--- config.mk ---
export PLATFORM = sky130hd
export DESIGN_NAME = kart_ram
export DESIGN_NICKNAME = d
export VERILOG_FILES = /design/src/design/kart_ram.sv
export SDC_FILE = /design/constraint.sdc
export NUM_CORES = 1
export LEC_CHECK = 0
export ABC_AREA = 1
export BUFFER_PORTS_ARGS = -buffer_cell sky130_fd_sc_hd__buf_2
export CORE_ASPECT_RATIO = 0.5
export CORE_MARGIN = 3
export CORE_UTILIZATION = 63
export DETAILED_ROUTE_END_ITERATION = 7
export HOLD_SLACK_MARGIN = 0.02
export PLACE_DENSITY = 0.83
export SYNTH_ARGS = -nofsm -noshare
export SYNTH_HDL_FRONTEND = slang
export SYNTH_SLANG_ARGS = --single-unit
--- constraint.sdc ---
create_clock -name clk -period 2.1 [get_ports clk]
set_input_delay 0.105 -clock clk [delete_from_list [all_inputs] [get_ports clk]]
set_output_delay 0.105 -clock clk [all_outputs]
set_load 0.005 [all_outputs]
--- src/design/kart_ram.sv ---
// kart_ram: single-port-write, single-port-read synchronous memory
// read data is registered and holds until the next read; no reset on contents
// no dependencies
module kart_ram #(
  parameter int DEPTH = 8,
  parameter int WIDTH = 8,
  localparam int AW = (DEPTH > 1) ? $clog2(DEPTH) : 1
) (
  input  logic             clk,
  input  logic             we,
  input  logic [AW-1:0]    waddr,
  input  logic [WIDTH-1:0] wdata,
  input  logic             re,
  input  logic [AW-1:0]    raddr,
  output logic [WIDTH-1:0] rdata
);

  logic [WIDTH-1:0] mem [DEPTH];
  logic [WIDTH-1:0] rdata_r;

  // write port
  always_ff @(posedge clk) begin
    if (we) begin
      mem[waddr] <= wdata;
    end
  end

  // registered read port
  always_ff @(posedge clk) begin
    if (re) begin
      rdata_r <= mem[raddr];
    end
  end

  assign rdata = rdata_r;

endmodule

=== After elaboration in Yosys (flattened, before gate mapping) ===
Memories as Yosys holds them, arrays and structs flattened. A register that Yosys moved wholly into a read port is not among the register bits.
Cells that the tools add are included.

* Memories: 1
* Bits in writable memories: 64
* Input bits: 17
* Word-level logic and storage cells: 3
* Output and inout port bits: 8
* Bits in registers: 0

* Mux-type cells: 2

{| class="wikitable"
|+ Memories
! memory !! words !! width !! read ports !! clocked after memory_dff !! wr ports !! line !! text
|-
| mem || 8 || 8 || 1 || 1 || 1 || 18 || <nowiki>logic [WIDTH-1:0] mem [DEPTH];</nowiki>
|}

{| class="wikitable"
|+ Operators with widths
! operator !! number
|-
| $mux W1 || 2
|}

=== Longest topological paths before layout ===
* Depth after elaboration: 2
* Gate-level depth with buffers: 8
* Mapped depth without buffers: 6

=== Least setup slack after synthesis ===
OpenSTA, ideal clock, no wires.

* Kind: input to register
* From: input waddr[0]
* To: memory mem[0][0] (enable)
* Buffers on the path: 0
* Setup time: 0.370 ns
* Data arrival time: 0.610 ns
* Setup slack: 1.120 ns
* Required time: 1.730 ns
* Cell stages on the path: 3
* Cells stage by stage: inv_1 -> nand2_1 -> nor2_1

{| class="wikitable"
|+ RTL lines
! what !! line !! text
|-
| start: declaration || 11 || <nowiki>input logic [AW-1:0] waddr,</nowiki>
|-
| end: declaration || 18 ||
|}

Straight into the memory's write port.

==> summary.txt <==
Die
  • I/O Pins: 25
  • Die area: 5900 um2
  • Chip width: 106 um
  • Initial core utilization: 0.681
  • Die Span Y: 55.8 um
  • Row count: 17
  • Placeable Area: 4590 um2

STA
  • Unrepaired setup endpoints after global routing: no
  • Slew @ Worst Pin: 0.805 ns
  • Peak Freq: 932 MHz
  • Setup_tns: 0 ns
  • Hold Fails Final Rpt: 0
  • Rel. slew slack: 0.461
  • Slew Viols, Final: 0
  • Post-route setup slack: 1.03 ns
  • Finish-stage setup viols: 0
  • Skew final: 0.00562 ns
  • Min cycle time layout: 1.07 ns
  • Tcrit/Tclk final: 0.511

Setup path
  • CP max-delay cell: edfxtp_1
  • CP Launch Type: register
  • Max incr delay on CP: 0.42 ns
  • Crit path required time: 2.19 ns
  • R2r setup slk: 1.03 ns
  • WS Path Type: reg2reg
  • Most used cell along the critical path: nand2_1
  • CP Cell Sequence: inv_1 -> nand2_1 -> nand3_1 -> nand2_1 -> nand2_1 -> nand2_1
  • Setup crit end kind: register
  • Worst Path Arrival: 1.16 ns
  • Worst Reg-to-Reg Cells: 6
  • Worst reg2reg path endpoint: rdata[1]
  • Crit path max fanout: 1
  • Worst r2r src: mem[2][1]

Clock tree
  • Hold buffer count at cts: 0
  • CTS tree: yes
  • H-tree Lvls: 3
  • TritonCTS buffer count: 9
  • Clk buf depth: 2
  • Clk root buf: clkbuf_8
  • Clock slew seen by the registers of the worst setup and hold paths: 0.07 ns
  • Setup bufs post-CTS: 0
  • Worst-Skew Late Latency: 0.34 ns
  • Post-CTS resize count: 0
  • Clock Sinks: 72

Pwr
  • Pint: 2.37 mW
  • Max IR drop VDD: 493 uV
  • Comb pwr share: 0.067
  • Switch share: 0.205
  • Sw power: 609 uW
  • Power Dens Cells: 860 nW/um2
  • Clock share of power: 0.376
  • Leakage: 1.61 nW
  • Sequential share of power: 0.556

Finish
  • Antenna Cells: 0
  • Fillers: 296
  • Fraction of layout cells with a size suffix above 1: 0.123
  • Layout area overhead: 10.5%
  • Design area: 3460 um2
  • Nets: 347

Flow run
  • Max-cap violation count: 0

Logic synthesis
  • Mean Syn Cell Area: 10.3 um2
  • Synth top area share: 0.691
  • Synth Warn #: 0
  • Mapped cell area: 3130 um2
  • Largest area contributor in the netlist: edfxtp_1
  • Library cells used by synthesis: 10
  • Yosys reg bits: 72
  • Sequential cell area fraction in the yosys report: 0.691
  • Synth area leaders: edfxtp_1, nand2_1, inv_1
  • Mapped Nets: 320
  • Mapped Cells: 303

Hold path
  • Hold endpoint: mem[3][5]
  • Hold_sp: wdata[5]
  • Worst Hold Path Cells: 1
  • Min-delay worst type: in2reg

Global route
  • Vias in the first global route: 1817
  • Initial antenna violation count: 0
  • Total grt overflow: 0
  • First-pass GRT wire length: 9640 um
  • Overall Global Routing Usage: 0.221
  • Largest net degree at the start of global routing: 33

Detailed routing
  • Remaining antenna violation count after routing: 0
  • Via count: 2084
  • Vias per std cell: 5.21
  • WL final: 6130 um
  • Initial drt markers: 317
  • Drt drc: 0
  • WL/cell: 15.3 um
  • Drt first pass iters: 5

Placement
  • Post-DP HPWL: 4340 um
  • Area after DPL: 3260 um2
  • IO Port Bufs: 24
  • GPL Wtd Cong: 0.860
  • Pre-CTS setup slack: 0.741 ns

Outcome
  • Status: complete, no violations
cells by family (layout without fill, tap and decap cells):
logic type | count (synthesis) | after routing | share of synthesized area
flip-flops | 72 | 72 | 0.691
AND/OR/NAND/NOR | 150 | 150 | 0.193
buffers and inverters | 81 | 112 | 0.117
Yosys cell counts (all sizes together):
cell,instances
nand2,110
edfxtp,72
inv,70
nand3,32
buf,11
nor2,8
cells in the final DEF, fill, tap and decap left out:
cell type | netlist | final
nand2_1 | 110 | 110
edfxtp_1 | 72 | 72
inv_1 | 68 | 68
nand3_1 | 32 | 32
buf_2 | 2 | 24
clkbuf_8 | 0 | 9
nor2_1 | 8 | 8
clkbuf_1 | 0 | 3
buf_4 | 3 | 3
bufinv_16 | 0 | 2
inv_4 | 1 | 1
inv_2 | 1 | 1
clkinvlp_4 | 0 | 1
registers in the layout, indices dropped and copies added, names as in the netlist:
name   flops
rdata      8
mem       64
per-layer routing:
layer,vias up,global-route usage,share of wire
li1,992,-,-
met1,941,0.344,0.45
met2,142,0.296,0.41
met3,9,0.0730,0.13
met4,0,0.0664,0.012
met5,-,0,0
power groups by stage:
stage / clock (mW) / combinational, mW / sequential, mW
floorplan: 0 / 0.128 / 1.68
global placement: 0 / 0.191 / 1.69
detailed placement: 0 / 0.198 / 1.69
CTS: 1.13 / 0.199 / 1.66
global route: 1.21 / 0.225 / 1.66
finish: 1.12 / 0.200 / 1.66
critical path, delay by kind of cell, from the launching register on:
family	cells	cell delay (ns)
DFF	1	0.42
and+or+nand+nor	5	0.33
buffers and inverters	1	0.08
cell type report:
class / instances / area, um2 / area share
clock inverter: 3 / 67.6 / 0.0195
tap: 66 / 82.6 / 0.0239
timing repair buffer: 27 / 143 / 0.0412
inverter: 70 / 265 / 0.0767
sequential: 72 / 2160 / 0.625
multi-input combinational: 150 / 603 / 0.174
clock buffer: 12 / 135 / 0.0391
metrics by stage:
step                instances  hold slack (ns)  total power, mW   util
floorplan                 303            0.204             1.81      -
global placement          385            0.385             1.88  0.709
detailed placement        385            0.407             1.88  0.709
CTS                       400           0.0498             2.99  0.753
global route              400           0.0561             3.09  0.753
finish                    400           0.0517             2.97  0.753
worst max-delay path by stage:
stage / startpoint / cells after the start / slack [ns] / to
2_1_floorplan: waddr[0] / 3 / 1.12 / mem[0][0]
3_3_place_gp: waddr[0] / 4 / 0.75 / mem[6][7]
3_5_place_dp: raddr[0] / 7 / 0.74 / rdata[2]
4_1_cts: mem[7][2] / 6 / 1.02 / rdata[2]
5_1_grt: mem[7][2] / 6 / 0.94 / rdata[2]
6_report: mem[2][1] / 6 / 1.03 / rdata[1]
(Power assumes the default switching activity.)
