`config.mk`:
```
export PLATFORM = sky130hd
export DESIGN_NAME = kart_cfg
export DESIGN_NICKNAME = d
export VERILOG_FILES = /design/src/design/kart_pkg.sv /design/src/design/kart_cfg.sv
export SDC_FILE = /design/constraint.sdc
export NUM_CORES = 1
export LEC_CHECK = 0
export CELL_PAD_IN_SITES_DETAIL_PLACEMENT = 1
export CELL_PAD_IN_SITES_GLOBAL_PLACEMENT = 2
export CORE_UTILIZATION = 37
export DETAILED_ROUTE_END_ITERATION = 10
export DONT_BUFFER_PORTS = 1
export PLACE_DENSITY_LB_ADDON = 0.15
export SLEW_MARGIN = 10
export SYNTH_ARGS = -nofsm -noshare
export SYNTH_HDL_FRONTEND = slang
export SYNTH_SLANG_ARGS = --single-unit
```
`constraint.sdc`:
```
create_clock -name clk -period 2.5 [get_ports clk]
set_input_delay 0 -clock clk [delete_from_list [all_inputs] [get_ports clk]]
set_output_delay 0 -clock clk [all_outputs]
set_load 0.02 [all_outputs]
```
`src/design/kart_pkg.sv`:
```
// kart_pkg: shared types and constants of the key auto-repeat tracker
// holds the opcode and state enums, register indexes and the config bundle
// no dependencies
package kart_pkg;

  localparam int KEY_W  = 8;
  localparam int TIME_W = 32;
  localparam int MS_W   = 16;
  localparam int ADDR_W = 4;
  localparam int DATA_W = 32;

  // reset values of the configuration registers
  localparam logic            ATTACHED_RST  = 1'b1;
  localparam logic [MS_W-1:0] FIRST_DLY_RST = 16'd500;
  localparam logic [MS_W-1:0] INTERVAL_RST  = 16'd100;
  localparam logic [MS_W-1:0] LATE_TOL_RST  = 16'd50;

  // register indexes (byte address / 4)
  typedef enum logic [1:0] {
    REG_ATTACHED  = 2'd0,
    REG_FIRST_DLY = 2'd1,
    REG_INTERVAL  = 2'd2,
    REG_LATE_TOL  = 2'd3
  } reg_idx_t;

  typedef enum logic [1:0] {
    OP_PRESS   = 2'd0,
    OP_RELEASE = 2'd1,
    OP_SCAN    = 2'd2
  } opcode_t;

  typedef enum logic [2:0] {
    ST_IDLE,
    ST_START,
    ST_FIND,
    ST_SHIFT,
    ST_SCAN_TIME,
    ST_SCAN_EVAL,
    ST_SCAN_END
  } state_t;

  // configuration bundle from the register block to the sequencer
  typedef struct packed {
    logic            attached;
    logic [MS_W-1:0] first_delay_ms;
    logic [MS_W-1:0] repeat_interval_ms;
    logic [MS_W-1:0] late_tolerance_ms;
  } cfg_t;

endpackage

```
`src/design/kart_cfg.sv`:
```
// kart_cfg: APB-style configuration registers of the tracker
// depends on kart_pkg for the register indexes and the cfg_t bundle
module kart_cfg (
  input  logic                          clk,
  input  logic                          rst_n,
  input  logic                          psel,
  input  logic                          penable,
  input  logic                          pwrite,
  input  logic [kart_pkg::ADDR_W-1:0]   paddr,
  input  logic [kart_pkg::DATA_W-1:0]   pwdata,
  output logic [kart_pkg::DATA_W-1:0]   prdata,
  output logic                          pready,
  output kart_pkg::cfg_t                cfg
);
  import kart_pkg::*;

  cfg_t     cfg_r;
  logic     wr_en;
  reg_idx_t idx;

  assign pready = 1'b1;
  assign wr_en  = psel & penable & pwrite;
  assign idx    = reg_idx_t'(paddr[3:2]);

  // register writes
  always_ff @(posedge clk) begin
    if (!rst_n) begin
      cfg_r.attached           <= ATTACHED_RST;
      cfg_r.first_delay_ms     <= FIRST_DLY_RST;
      cfg_r.repeat_interval_ms <= INTERVAL_RST;
      cfg_r.late_tolerance_ms  <= LATE_TOL_RST;
    end else if (wr_en) begin
      case (idx)
        REG_ATTACHED:  cfg_r.attached           <= pwdata[0];
        REG_FIRST_DLY: cfg_r.first_delay_ms     <= pwdata[MS_W-1:0];
        REG_INTERVAL:  cfg_r.repeat_interval_ms <= pwdata[MS_W-1:0];
        REG_LATE_TOL:  cfg_r.late_tolerance_ms  <= pwdata[MS_W-1:0];
        default:       ;
      endcase
    end
  end

  // read mux
  always_comb begin
    case (idx)
      REG_ATTACHED:  prdata = {{(DATA_W-1){1'b0}}, cfg_r.attached};
      REG_FIRST_DLY: prdata = {{(DATA_W-MS_W){1'b0}}, cfg_r.first_delay_ms};
      REG_INTERVAL:  prdata = {{(DATA_W-MS_W){1'b0}}, cfg_r.repeat_interval_ms};
      REG_LATE_TOL:  prdata = {{(DATA_W-MS_W){1'b0}}, cfg_r.late_tolerance_ms};
      default:       prdata = '0;
    endcase
  end

  assign cfg = cfg_r;

endmodule

```
# Yosys cells after proc, flatten, opt, wreduce, memory -nomap -nowiden
# Cells that the tools add are included.
[op_classes]
eq_ne = 3
muxes = 1
bitwise_logic = 2
reduce_logical = 5
[ops]
columns = ["op", "n"]
rows = [
  ["32-bit case mux with 4 select lines", 1],
  ["2-bit AND reduction", 4],
  ["2-bit equality test (second input constant)", 2],
  ["1-bit bitwise AND", 2],
  ["2-bit by 1-bit equality test with 1-bit output (second input constant)", 1],
  ["2-bit logical NOT", 1],
]
[word_totals]
ff_bits = 49
in_bits = 41
output_inout_bits = 82
elab_cells = 15

# Logic depth before layout (Yosys ltp)
# Gate-level depths: netlist of the first run.
[depth]
ltp_word = 3
ltp_mapped = 6
depth_no_buf = 3

# Least setup slack after synthesis of the first run
# Ideal clock, no wire load.
[synth_path]
path_kind = "input port to output port"
startpoint = "input paddr[2] in the netlist's numbering"
endpoint = "output prdata[12] in the netlist's numbering"
arrival_ps = 948
t_required_ps = 2500
slack_ps = 1552
cell_stages = 4
path_buffers = 2
path_cell_list = "buf_2 > buf_2 > mux2_2 > a22o_1"
[synth_between]
elab_chain_cells = 2
elab_cells_between_ends = 5
cone_classes = "eq/ne: 3; mux: 1; reduce/logical: 1"
[synth_rtl]
columns = ["item", "line_no", "rtl"]
rows = [
  ["from (decl)", "kart_cfg.sv:9", "input logic [kart_pkg::ADDR_W-1:0] paddr,"],
  ["2-bit equality test, or another cell as far along", "kart_cfg.sv:45", "case (idx)"],
  ["32-bit case mux with 4 select lines *", "kart_cfg.sv:45", ""],
  ["to (decl)", "kart_cfg.sv:11", "output logic [kart_pkg::DATA_W-1:0] prdata,"],
]
# Every way passes the cells marked *; elsewhere a longest branch is shown, timed or not. The select of a mux whose other input is x is not followed.

# Worst setup path after layout of the first run
[layout_path]
startpoint = "input pwrite"
endpoint = "register cfg_r (netlist bit cfg[1])"
[layout_between]
elab_chain_cells = 2
[layout_rtl]
columns = ["item", "line_no", "rtl"]
rows = [
  ["from (decl)", "kart_cfg.sv:8", "input logic pwrite,"],
  ["1-bit bitwise AND", "kart_cfg.sv:22", "assign wr_en = psel & penable & pwrite;"],
  ["2-bit AND reduction (no line)", "-", ""],
  ["to (decl)", "kart_cfg.sv:17", "cfg_t cfg_r;"],
]
# Every way passes these cells.
# A chain may end at the register's enable or synchronous reset.

==> flow_summary.json, run 1 <==
{
  "status": "finished, final reports clean",
  "rsz0062_at_grt": "false",
  "tritoncts": "done",
  "grt_max_degree": 69,
  "synth_edf_count": 0,
  "clock-sinks": 49,
  "highest_layer": "met4",
  "met1_length_mm": 2.786,
  "tns_ns": 0,
  "startpoint": "pwrite",
  "synth_seq_cells": 49,
  "wl_met3_um": 403,
  "cts_root_buf": "clkbuf_8",
  "grt_use_total_pct": 18.34,
  "ys_seq_area_share_pct": 40.92,
  "yosys_warnings": 0,
  "drive_above_1_share_pct": 11.41,
  "die_h_um": 82.50,
  "finalHoldViolCount": 0,
  "portBuffers": 0,
  "p_leak_nw": 1.059,
  "wl_met2_mm": 2.752,
  "synth_cell_type_count": 29,
  "rr_endpoint": "cfg[1]",
  "ir_drop_mv": 0.1946,
  "finClkSkew_ns": 0,
  "drc_errors": 0,
  "synthFlopType": "dfxtp_1",
  "start_util_pct": 39.33,
  "nFillCells": 706,
  "place_congestion": 0.6434,
  "async_reset_ff_share_pct": 0,
  "r2r-start": "cfg[1]",
  "grt_pass1_vias": 1763,
  "hold_path.class": "input port to register",
  "finalInstanceArea_um2": 2645,
  "cts_htree_levels": 2,
  "crit_fanout": 14,
  "fmax_mhz": 623.4,
  "setup-violations-final": 0,
  "mostFrequentLayoutCell": "nand2_1",
  "antenna_cells": 0,
  "critPathLaunchType": "input port",
  "total_power_mw": 1.429,
  "placed_cells": 308,
  "clk_path_buf_depth": 2,
  "hold_ws_ns": 0.01193,
  "avgSynthCellArea_um2": 9.513,
  "period_share_pct": 64.16,
  "tightest_slew_ns": 0.6844,
  "hpwlAfterDp_mm": 3.673,
  "design.die.area_um2": 6805,
  "slew_headroom_pct": 54.26,
  "seqCellArea_um2": 980.9,
  "die_w_um": 82.50,
  "clk_latency_ns": 0.29,
  "period_needed_ns": 1.604,
  "cts.repair.resized": 0,
  "final_cell_mix": "nand2_1, dfxtp_1, mux2i_1, dlygate4sd3_1, conb_1",
  "wl_mm": 6.001,
  "ctsHoldBuffers": 22,
  "vias": 1759,
  "yosys.area.top_type": "dfxtp_1",
  "multi_input_area_um2": 1209,
  "wl_per_cell_um": 17.75,
  "setup_ws_ns": 0.8960,
  "core_area_um2": 6096,
  "power.density_nw_per_um2": 540.4,
  "antenna_found_initial": 0,
  "cp.required_ns": 2.74,
  "clkTransAtPathRegs_ns": 0.08,
  "ant_nets": 0,
  "placed_area_um2": 2321,
  "vias_per_cell": 5.204,
  "syn2layout_area_growth_pct": 10.33,
  "numCtsBuffers": 5,
  "syn_inst": 252,
  "critPathKind": "input port to register",
  "crit_path_end_kind": "register",
  "syn-cell-area_um2": 2397,
  "grt_first_pass_wirelength_mm": 9.039,
  "slew_viol_final": 0,
  "yosysTopAreaCellShare_pct": 40.92,
  "rows": 28,
  "drtIter0Drc": 51,
  "rrSetupSlack_ns": 1.13,
  "maxCapViolations": 0,
  "arrival_ns": 1.85,
  "post-cts-setup-buffers": 0,
  "largest_reg_flops": 49,
  "r2r_cells": 3,
  "nNetsFinal": 303,
  "final_cells": 338,
  "synthTopCellsByArea": "dfxtp_1, mux2i_1, nand2_1",
  "grt-ovfl-total": 0,
  "num_io_pins": 123,
  "crit_end": "cfg[1]",
  "utilization_pct": 43.39,
  "drtPass1Iterations": 4,
  "pre_cts_ws_ns": 1.134
}
## cell families (layout without fill, tap and decap cells)
group | count (synthesis) | in the layout | share of synthesized area [%]
compound gates | 34 | 34 | 10.33
buf+inv | 42 | 38 | 11.01
flops | 49 | 49 | 40.92
mux | 54 | 54 | 23.85
other cells | 2 | 17 | 0.3133
simple gates | 71 | 71 | 13.57
## critical path, stage by stage
cell and delay (ns):
and3_1 0.43, nand3_2 0.50, o211ai_1 0.34, dlygate4sd3_1 0.57
## layer usage
metal | vias up | GRT usage [%]
li1 | 850 | -
met1 | 835 | 23.12
met2 | 69 | 29.83
met3 | 5 | 6.044
met4 | 0 | 5.172
met5 | - | 0
## cell type report
cell class	instances	area share [%]
Multi-Input combinational cell	176	45.70
Sequential cell	49	37.09
Clock buffer	5	2.602
Timing Repair Buffer	24	9.555
Tap cell	75	3.548
Clock inverter	3	0.6623
Inverter	6	0.8515
## where the power goes
part | switching [mW] | internal (mW)
Combinational | 0.0974 | 0.0604
Clock | 0.263 | 0.194
Sequential | 0.0238 | 0.791
## worst min path at each step
stage,startpoint,to,slack [ns],depth (start not counted)
after CTS,paddr[2],cfg[4],0.003,3
final,paddr[2],cfg[4],0.01,3
after global routing,paddr[3],cfg[21],0.04,2
after floorplan,pwdata[2],cfg[2],0.14,2
after detailed placement,rst_n,cfg[1],0.10,1
after global placement,rst_n,cfg[48],0.1,1
## cell usage after synthesis, types with 2 or more instances
| cell type | n |
|---|---|
| a22o_1 | 15 |
| a21oi_1 | 6 |
| nand3_1 | 3 |
| o211ai_1 | 5 |
| inv_1 | 6 |
| a31oi_1 | 2 |
| nor2_1 | 2 |
| nand2b_1 | 4 |
| buf_6 | 4 |
| dfxtp_1 | 49 |
| clkbuf_1 | 9 |
| buf_4 | 19 |
| buf_2 | 4 |
| mux2i_1 | 38 |
| nor2b_1 | 4 |
| mux2_2 | 15 |
| conb_1 | 2 |
| o21ai_0 | 4 |
| nand2_1 | 51 |
Note: power is estimated with default switching activity, not from simulation.
==> run 2, diff against run 1 <==
CORE_UTILIZATION = 35   (was 37)
clock period = 1.65 ns   (was 2.5 ns; I/O delays follow)
==> flow_summary.json, run 2 (synthesized netlist as in run 1, its figures left out) <==
{
  "grt_use_met3_pct": 4.523,
  "antenna_found_initial": 0,
  "syn2layout_area_growth_pct": 11.43,
  "die_w_um": 84.76,
  "cts_htree_levels": 2,
  "clk_path_buf_depth": 2,
  "seqCellArea_um2": 980.9,
  "rrSetupSlack_ns": 0.31,
  "finalInstanceArea_um2": 2671,
  "post-cts-setup-buffers": 0,
  "core_area_um2": 6495,
  "clk_latency_ns": 0.29,
  "cts.repair.resized": 0,
  "num_io_pins": 123,
  "grt_pass1_vias": 1785,
  "tns_ns": 0,
  "nFillCells": 732,
  "period_share_pct": 83.31,
  "status": "complete, but fails checks",
  "start_util_pct": 36.91,
  "tritoncts": "done",
  "ir_drop_mv": 0.3225,
  "placed_area_um2": 2351,
  "critPathLaunchType": "input port",
  "nNetsFinal": 305,
  "final_cell_mix": "nand2_1, dfxtp_1, mux2i_1, dlygate4sd3_1, conb_1",
  "hold_end": "cfg[21]",
  "crit_fanout": 14,
  "vias_per_cell": 5.091,
  "grt.met2_usage_pct": 28.90,
  "grt-ovfl-total": 0,
  "p_leak_nw": 1.079,
  "multi_input_area_um2": 1209,
  "cp.required_ns": 1.89,
  "rr_endpoint": "cfg[4]",
  "finalHoldViolCount": 0,
  "cts_root_buf": "clkbuf_8",
  "grt_max_degree": 68,
  "rows": 29,
  "drtPass1Iterations": 10,
  "setup-violations-final": 0,
  "vias": 1741,
  "numCtsBuffers": 5,
  "hold_depth": 2,
  "slew_viol_final": 0,
  "power.density_nw_per_um2": 810.8,
  "hold_path.class": "input port to register",
  "wl_mm": 5.978,
  "ant_nets": 0,
  "mostFrequentLayoutCell": "nand2_1",
  "place_congestion": 0.6449,
  "clock-sinks": 49,
  "cp_cell_sequence": "and3_1, nand3_2, o211ai_1, dlygate4sd3_1",
  "violations": "DRC",
  "r2r_cells": 3,
  "crit_path_end_kind": "register",
  "clkTransAtPathRegs_ns": 0.09,
  "portBuffers": 0,
  "drtIter0Drc": 63,
  "antenna_cells": 0,
  "wl_per_cell_um": 17.48,
  "fmax_mhz": 727.5,
  "drive_above_1_share_pct": 11.70,
  "path_buf_inv": 1,
  "r2r-start": "cfg[4]",
  "design.die.area_um2": 7184,
  "arrival_ns": 1.61,
  "rsz0062_at_grt": "false",
  "die_h_um": 84.76,
  "period_needed_ns": 1.375,
  "tightest_slew_ns": 0.5147,
  "grt.busiest_layer": "met2",
  "hp-start": "paddr[3]",
  "largest_reg_flops": 49,
  "critPathKind": "input port to register",
  "grt_first_pass_wirelength_mm": 9.556,
  "met1_usage_pct": 22.28,
  "drc_errors": 7,
  "worst_path_largest_cell_delay_ns": 0.57,
  "grt_use_total_pct": 17.22,
  "hpwlAfterDp_mm": 3.794,
  "slew_headroom_pct": 65.65,
  "critical-path-slowest-cell": "dlygate4sd3_1",
  "maxCapViolations": 0,
  "finClkSkew_ns": 0,
  "crit_family": "simple AND/OR/NAND/NOR gates"
}
==> run 2: worst max path at each step <==
| stage | slack, ns | startpoint | depth (start not counted) | end |
|---|---|---|---|---|
| final | 0.28 | pwrite | 4 | cfg[4] |
| after global routing | 0.13 | pwrite | 4 | cfg[4] |
| after CTS | 0.26 | pwrite | 4 | cfg[4] |
| after detailed placement | 0.49 | pwrite | 3 | cfg[1] |
| after global placement | 0.49 | pwrite | 4 | cfg[43] |
| after floorplan | 0.70 | paddr[2] | 4 | prdata[12] |
==> run 2: metal layers <==
layer / vias up / wire length (um)
li1: 847 / -
met1: 825 / 2806
met2: 67 / 2785
met3: 2 / 351
met4: 0 / 34
met5: - / 0
==> run 2: through the flow <==
step,hold slack [ns],util (%),worst slack (ns),cells,power [mW]
floorplan,0.1422,-,0.7020,267,1.478
global placement,0.09650,36.20,0.4893,312,1.434
detailed placement,0.1018,36.20,0.4919,312,1.435
CTS,0.02193,41.13,0.2650,342,2.205
global route,0.04555,41.13,0.1296,342,2.273
finish,0.02589,41.13,0.2755,342,2.166
==> run 2: timing repair <==
action | CTS | global route
hold endpoints to repair | 49 | 0
endpoints found under the setup margin | 0 | 0
hold buffers | 22 | 0
==> run 2: area by class of cell <==
cell class / count / share of cell area [%]
Clock buffer: 6 / 2.717
Clock inverter: 2 / 0.3747
Inverter: 6 / 0.8431
Multi-Input combinational cell: 176 / 45.25
Sequential cell: 49 / 36.72
Tap cell: 77 / 3.607
Timing Repair Buffer: 26 / 10.49
==> run 2: power by group <==
part	internal, mW	leakage [nW]	switching, mW	total, mW
sequential	1.20	0.396	0.0359	1.23
combinational	0.0960	0.638	0.148	0.244
clock	0.295	0.0450	0.392	0.687
total	1.59	1.08	0.576	2.17
==> run 3, diff against run 2 <==
ABC_AREA = 1   (was default)
CORE_UTILIZATION = 28   (was 35)
clock period = 1.2 ns   (was 1.65 ns; I/O delays follow)
==> flow_summary.json, run 3 <==
{
  "drtPass1Iterations": 4,
  "setup-violations-final": 0,
  "multi_input_area_um2": 1187,
  "cts_htree_levels": 2,
  "async_reset_ff_share_pct": 0,
  "pre_cts_ws_ns": 0.2270,
  "portBuffers": 0,
  "synth_seq_cells": 49,
  "grt_use_total_pct": 17.06,
  "synth_edf_count": 0,
  "synth_common_cells": "nand2_1, nor2_1, nand3_1",
  "synth_most_common_cell": "nand2_1",
  "worst_path_largest_cell_delay_ns": 0.49,
  "drtIter0Drc": 48,
  "numCtsBuffers": 5,
  "vias": 2336,
  "ir_drop_mv": 0.4729,
  "p_int_mw": 2.491,
  "setup_ws_ns": 0.07578,
  "rsz0062_at_grt": "false",
  "yosys_warnings": 0,
  "avgSynthCellArea_um2": 6.526,
  "utilization_pct": 34.60,
  "finClkSkew_ns": 0,
  "grt-ovfl-total": 0,
  "critPathLaunchType": "register",
  "synth.area.mux_share_pct": 0,
  "rows": 33,
  "yosys.area.top_type": "dfxtp_1",
  "clkTransAtPathRegs_ns": 0.10,
  "synthAdderAreaFrac_pct": 0,
  "wl_per_cell_um": 15.07,
  "antenna_cells": 0,
  "crit_path_end_kind": "output port",
  "tns_ns": 0,
  "crit_fanout": 3,
  "grt_max_degree": 50,
  "num_io_pins": 123,
  "clk_path_buf_depth": 2,
  "hpwlAfterDp_mm": 5.216,
  "placed_area_um2": 2531,
  "slew_viol_final": 0,
  "clk_latency_ns": 0.30,
  "switchingPower_mw": 0.9529,
  "critPathKind": "register to output port",
  "cts_root_buf": "clkbuf_8",
  "seqPwrFrac_pct": 50.3,
  "power.density_nw_per_um2": 1199,
  "largest_reg_flops": 49,
  "final_cell_mix": "nand2_1, nor2_1, nand3_1, dfxtp_1, dlygate4sd3_1",
  "yosys.area_share.simple_pct": 46.10,
  "p_comb_share_pct": 13.4,
  "antenna_found_initial": 0,
  "synth_cell_type_count": 16,
  "final_cells": 501,
  "critical-path-slowest-cell": "dfxtp_1",
  "maxCapViolations": 0,
  "grt_first_pass_wirelength_mm": 11.61,
  "hold_path.class": "input port to register",
  "p_leak_nw": 1.297,
  "clkPwrFrac_pct": 36.3,
  "ant_nets": 0,
  "design.die.area_um2": 9022,
  "mostFrequentLayoutCell": "nand2_1",
  "synth_top_family_by_area": "simple AND/OR/NAND/NOR gates",
  "synth_xor_area_share_pct": 0,
  "cp_cell_sequence": "nand2_1, nand4_1",
  "drc_errors": 0,
  "place_congestion": 0.6874,
  "syn-cell-area_um2": 2421,
  "placed_cells": 472,
  "syn2layout_area_growth_pct": 18.60,
  "fmax_mhz": 889.5,
  "vias_per_cell": 4.663,
  "status": "finished, final reports clean",
  "syn_inst": 371,
  "die_w_um": 94.99,
  "core_area_um2": 8299,
  "grt_pass1_vias": 2303,
  "total_power_mw": 3.444,
  "ys_seq_area_share_pct": 40.52,
  "die_h_um": 94.99,
  "yosysTopAreaCellShare_pct": 40.52,
  "tritoncts": "done",
  "cp.required_ns": 1.20,
  "arrival_ns": 1.12,
  "period_share_pct": 93.69,
  "synth-compound-area-share_pct": 0,
  "synthTopCellsByArea": "dfxtp_1, nand2_1, nand3_1",
  "finalInstanceArea_um2": 2872,
  "synthFlopType": "dfxtp_1",
  "period_needed_ns": 1.124,
  "nNetsFinal": 436,
  "hold_ws_ns": 0.03145,
  "clock-sinks": 49,
  "finalHoldViolCount": 0,
  "nFillCells": 1052,
  "drive_above_1_share_pct": 9.343,
  "wl_mm": 7.550,
  "netSwitchingFraction_pct": 27.67,
  "seqCellArea_um2": 984.7,
  "start_util_pct": 29.17
}
-- run 3: layout make-up --
| type | count | share of cell area, % |
|---|---|---|
| Clock inverter | 1 | 1.046 |
| Timing Repair Buffer | 39 | 13.25 |
| Multi-Input combinational cell | 281 | 41.35 |
| Inverter | 19 | 2.484 |
| Tap cell | 105 | 4.575 |
| Sequential cell | 49 | 34.29 |
| Clock buffer | 7 | 3.007 |
-- run 3: kinds of logic after synthesis --
kind of cell / after synthesis
buffers and inverters: 56
flip-flops: 49
other: 2
AND/OR/NAND/NOR: 264
-- run 3: what timing repair did --
| action | in CTS | in global routing |
|---|---|---|
| gates resized for setup | 0 | 3 |
| buffers inserted | 0 | 0 |
| endpoints found under the setup margin | 0 | 3 |
| endpoints found under the hold margin | 49 | 0 |
| hold buffers | 21 | 0 |
-- run 3: power by group through the flow --
stage,sequential (mW),combinational [mW],clock (mW)
finish,1.73,0.461,1.25
global route,1.74,0.517,1.36
CTS,1.73,0.469,1.29
detailed placement,1.77,0.376,0
global placement,1.77,0.370,0
floorplan,1.77,0.347,0
-- run 3: worst paths after layout --
path                            startpoint   endpoint  slack [ns]  cells past startpoint
worst min register to register     cfg[21]    cfg[21]        0.49                      2
worst max register to register     cfg[32]    cfg[32]        0.45                      2
worst max-delay path                cfg[0]  prdata[0]        0.08                      2
worst min-delay path              paddr[3]    cfg[27]        0.03                      4
-- run 3: metal layers --
layer	GRT usage, %	vias up	routed length [um]
met4	4.798	0	104
met2	30.04	66	3648
li1	-	1159	-
met3	4.106	7	423
met1	20.50	1104	3374
met5	0	-	0
-- run 3: critical path: cells and delay by family (launching register included) --
kind | cells | cell delay, ns
flops | 1 | 0.49
simple gates | 2 | 0.33
